### src/hw/rtl/sabs_pkg.sv
// Shared opcodes, word layout and controller/datapath interface types.
package sabs_pkg;

    localparam logic [1:0] OP_APPEND = 2'd0;
    localparam logic [1:0] OP_SEARCH = 2'd1;
    localparam logic [1:0] OP_CLEAR  = 2'd2;

    localparam int OP_W    = 2;
    localparam int VALUE_W = 32;
    localparam int POS_W   = 10;
    localparam int IN_W    = 40;
    localparam int OUT_W   = 16;

    typedef struct packed {
        logic start;
        logic probe;
        logic cmp;
        logic emit;
    } t_cmd;

    typedef struct packed {
        logic is_search;
        logic empty;
        logic hit;
        logic out_free;
    } t_status;

endpackage

### src/hw/rtl/sabs_ctrl.sv
// Sequencer for append, clear and the probe/compare loop of a search.
module sabs_ctrl (
    input  logic             i_clk,
    input  logic             i_rst_n,
    input  logic             i_valid,
    output logic             o_ready,
    input  sabs_pkg::t_status i_status,
    output sabs_pkg::t_cmd    o_cmd
);

    localparam logic [1:0] S_IDLE  = 2'd0;
    localparam logic [1:0] S_PROBE = 2'd1;
    localparam logic [1:0] S_CMP   = 2'd2;
    localparam logic [1:0] S_DONE  = 2'd3;

    logic [1:0] r_state;
    logic [1:0] n_state;

    always_comb begin
        n_state = r_state;
        o_cmd   = '0;
        o_ready = 1'b0;
        unique case (r_state)
            S_IDLE: begin
                o_ready = 1'b1;
                if (i_valid) begin
                    o_cmd.start = 1'b1;
                    n_state     = i_status.is_search ? S_PROBE : S_DONE;
                end
            end
            S_PROBE: begin
                if (i_status.empty) begin
                    n_state = S_DONE;
                end else begin
                    o_cmd.probe = 1'b1;
                    n_state     = S_CMP;
                end
            end
            S_CMP: begin
                o_cmd.cmp = 1'b1;
                n_state   = i_status.hit ? S_DONE : S_PROBE;
            end
            S_DONE: begin
                if (i_status.out_free) begin
                    o_cmd.emit = 1'b1;
                    n_state    = S_IDLE;
                end
            end
            default: n_state = S_IDLE;
        endcase
    end

    always_ff @(posedge i_clk) begin
        if (!i_rst_n) begin
            r_state <= S_IDLE;
        end else begin
            r_state <= n_state;
        end
    end

    a_ready_idle: assert property (@(posedge i_clk) disable iff (!i_rst_n)
        o_ready |-> r_state == S_IDLE)
        else $error("ready outside idle");
    a_probe_range: assert property (@(posedge i_clk) disable iff (!i_rst_n)
        o_cmd.probe |-> !i_status.empty)
        else $error("probe on empty range");
    a_emit_free: assert property (@(posedge i_clk) disable iff (!i_rst_n)
        o_cmd.emit |-> i_status.out_free)
        else $error("emit into busy output");
    a_probe_cmp: assert property (@(posedge i_clk) disable iff (!i_rst_n)
        o_cmd.probe |=> r_state == S_CMP)
        else $error("probe not followed by compare");

endmodule

### config.mk
export PLATFORM = sky130hd
export DESIGN_NAME = sabs_ctrl
export DESIGN_NICKNAME = d
export VERILOG_FILES = /design/src/hw/rtl/sabs_pkg.sv /design/src/hw/rtl/sabs_ctrl.sv
export SDC_FILE = /design/constraint.sdc
export NUM_CORES = 1
export LEC_CHECK = 0
export BUFFER_PORTS_ARGS = -buffer_cell sky130_fd_sc_hd__buf_2
export CORE_AREA = 4 4 41 43
export DETAILED_ROUTE_END_ITERATION = 8
export DIE_AREA = 0 0 45 47
export GPL_TIMING_DRIVEN = 0
export SYNTH_ARGS = -nofsm -noshare
export SYNTH_HDL_FRONTEND = slang
export SYNTH_SLANG_ARGS = --single-unit
export TNS_END_PERCENT = 5
### constraint.sdc
create_clock -name i_clk -period 1.57 [get_ports i_clk]
set_input_delay 0.2355 -clock i_clk [delete_from_list [all_inputs] [get_ports i_clk]]
set_output_delay 0.2355 -clock i_clk [all_outputs]
set_load 0.005 [all_outputs]
==> flow_metrics.env <==
export IMPL_synth_edf_count=0
export IMPL_cp_start_kind="register"
export IMPL_wl_per_cell_um=8.24
export IMPL_synth_area_top_cells="dfxtp_1, a211oi_2, or3b_1"
export IMPL_io_pins=12
export IMPL_synth_nets=20
export IMPL_seq_area_frac_synth_pct=36.0
export IMPL_start_util_pct=8.56
export IMPL_yosysMostFrequentCell="dfxtp_1"
export IMPL_viasPerCell=3.48
export IMPL_cts_tree="built"
export IMPL_route_detailed_drc=0
export IMPL_core_area_um2=1300
export IMPL_reg2reg_slack_ns=0.59
export IMPL_clk_pin_slew_ns=0.03
export IMPL_root_buffer="clkbuf_4"
export IMPL_ys_warn_count=0
export IMPL_drt_iter0_markers=1
export IMPL_drv_cap=0
export IMPL_period_share_pct=82.2
export IMPL_rsz0062_at_grt="false"
export IMPL_ys_types=12
export IMPL_grt_max_degree=8
export IMPL_instances_no_fill=42
export IMPL_critPathCaptureType="output pin"
export IMPL_nNetsFinal=36
export IMPL_tightest_slew_ns=0.252
export IMPL_post_cts_buffers=0
export IMPL_drt_wl_total_um=346
export IMPL_fin_tns_setup_ns=0
export IMPL_regMostFlops="r_state"
export IMPL_grt_pass1_wl_um=476
export IMPL_die_area_um2=2120
export IMPL_dp_cells=39
export IMPL_cts_sinks=2
export IMPL_power_per_cell_area_nw_per_um2=1050
export IMPL_cts_made_buffers=3
export IMPL_required_ns=1.33
export IMPL_crit_chain="nor3b_1, buf_2"
export IMPL_drive_above_1_share_pct=55.6
export IMPL_die_h_um=47
export IMPL_holdBufCountCts=0
export IMPL_ys_ff_latch=2
export IMPL_syn_avg_cell_area_um2=8.57
export IMPL_syn_to_final_growth_pct=86.5
export IMPL_cts_buffer_depth=2
export IMPL_yosys_most_used_dff="dfxtp_1"
export IMPL_drtAntennaViolNets=0
export IMPL_portBuffers=11
export IMPL_hold_violations=0
export IMPL_hold_path_class="input port to register"
export IMPL_die_w_um=45
export IMPL_synth_top_area_share_pct=36.0
export IMPL_report_final_slew_viol_count=0
export IMPL_grt_use_total_pct=3.55
export IMPL_async_reset_ff_share_pct=0
export IMPL_cpPeakStageDelay_ns=0.39
export IMPL_path_class="register to output pin"
export IMPL_antenna_found_initial=0
export IMPL_grt_remaining_overflow=0
export IMPL_cp_data_arrival_time_ns=1.05
export IMPL_crit_buf_inv=1
export IMPL_clk_latency_ns=0.22
export IMPL_first_global_vias=147
export IMPL_cts_resized=0
export IMPL_htree_levels=1
export IMPL_final_util_pct=16.0
export IMPL_relSlewSlack_pct=83.2
export IMPL_p_leak_nw=0.107
export IMPL_ir_drop_uv=86.4
export IMPL_synthCells=13
export IMPL_antenna_cells=0
export IMPL_worst_hold_slack_ns=0.278
export IMPL_largest_reg_flops=2
export IMPL_num_rows=13
export IMPL_setup_violations=0
export IMPL_place_gp_congestion=0.622
export IMPL_top_regs="r_state: 2 flops"
export IMPL_period_needed_ns=1.29
export IMPL_path_max_fanout=6
export IMPL_finClkSkew_ns=0.00101
export IMPL_max_freq_mhz=775
export IMPL_status="finished clean"
export IMPL_first_pass_iters=2
export IMPL_syn_area_um2=111
export IMPL_via_count=146
export IMPL_yosys_area_top_type="dfxtp_1"
export IMPL_slowest_stage="dfxtp_1"
export IMPL_critical_path_top_delay_family="flip-flops"
-- worst min-delay path, stage by stage --
cell	delay (ns)
buf_2	0.09
inv_1	0.07
a211oi_2	0.04
-- final timing paths --
check,startpoint,endpoint,cells after the start
worst max-delay path,r_state[0]$_SDFFE_PN0P_,o_cmd[2],2
worst min-delay path,i_rst_n,r_state[1]$_SDFFE_PN0P_,3
worst max register to register,r_state[1]$_SDFFE_PN0P_,r_state[1]$_SDFFE_PN0P_,2
worst min register to register,r_state[0]$_SDFFE_PN0P_,r_state[1]$_SDFFE_PN0P_,2
-- where the power goes --
| part | total [mW] | leakage, nW | internal, mW | switching, mW |
|---|---|---|---|---|
| logic | 0.0420 | 0.0769 | 0.0250 | 0.0170 |
| registers | 0.0656 | 0.0167 | 0.0574 | 0.00825 |
| clock network | 0.111 | 0.0138 | 0.0841 | 0.0267 |
| total | 0.218 | 0.107 | 0.166 | 0.0519 |
-- placed cells by master (no fill, tap or decap) --
cell type,count
or3b_1,1
nor2_1,1
and3_1,1
and2_1,1
a21oi_1,1
nor4_1,1
a211oi_2,1
clkbuf_4,3
inv_1,1
nor3_1,1
nor3b_1,1
dfxtp_1,2
buf_2,11
nor2b_1,1
-- through the flow --
stage          cell area (um^2)  power, mW  worst slack, ns
2_1_floorplan               111     0.0867            0.626
5_1_grt                     208      0.235            0.190
6_report                    208      0.218            0.280
3_5_place_dp                185      0.110            0.489
4_1_cts                     208      0.227            0.244
3_3_place_gp                185      0.110            0.515
-- cell families (layout without fill, tap and decap cells) --
kind of cell	Yosys count	in the layout	share of synthesized area (%)
compound gates	2	2	15.7
simple gates	8	8	45.0
flops	2	2	36.0
buf+inv	1	15	3.37
-- area by class of cell --
| type | count | area [um^2] |
|---|---|---|
| clock buffer | 3 | 22.5 |
| fill | 160 | 1090 |
| inverter | 1 | 3.75 |
| multi-input combinational | 10 | 67.6 |
| sequential | 2 | 40.0 |
| tap | 15 | 18.8 |
| timing repair buffer | 11 | 55.1 |
-- routing by layer --
layer	share of wire (%)	vias up	track usage, %
li1	-	77	-
met1	20	67	1.58
met2	75	2	7.06
met3	4.9	0	0.383
met4	0	0	7.02
met5	0	-	0
(Power assumes the default switching activity.)
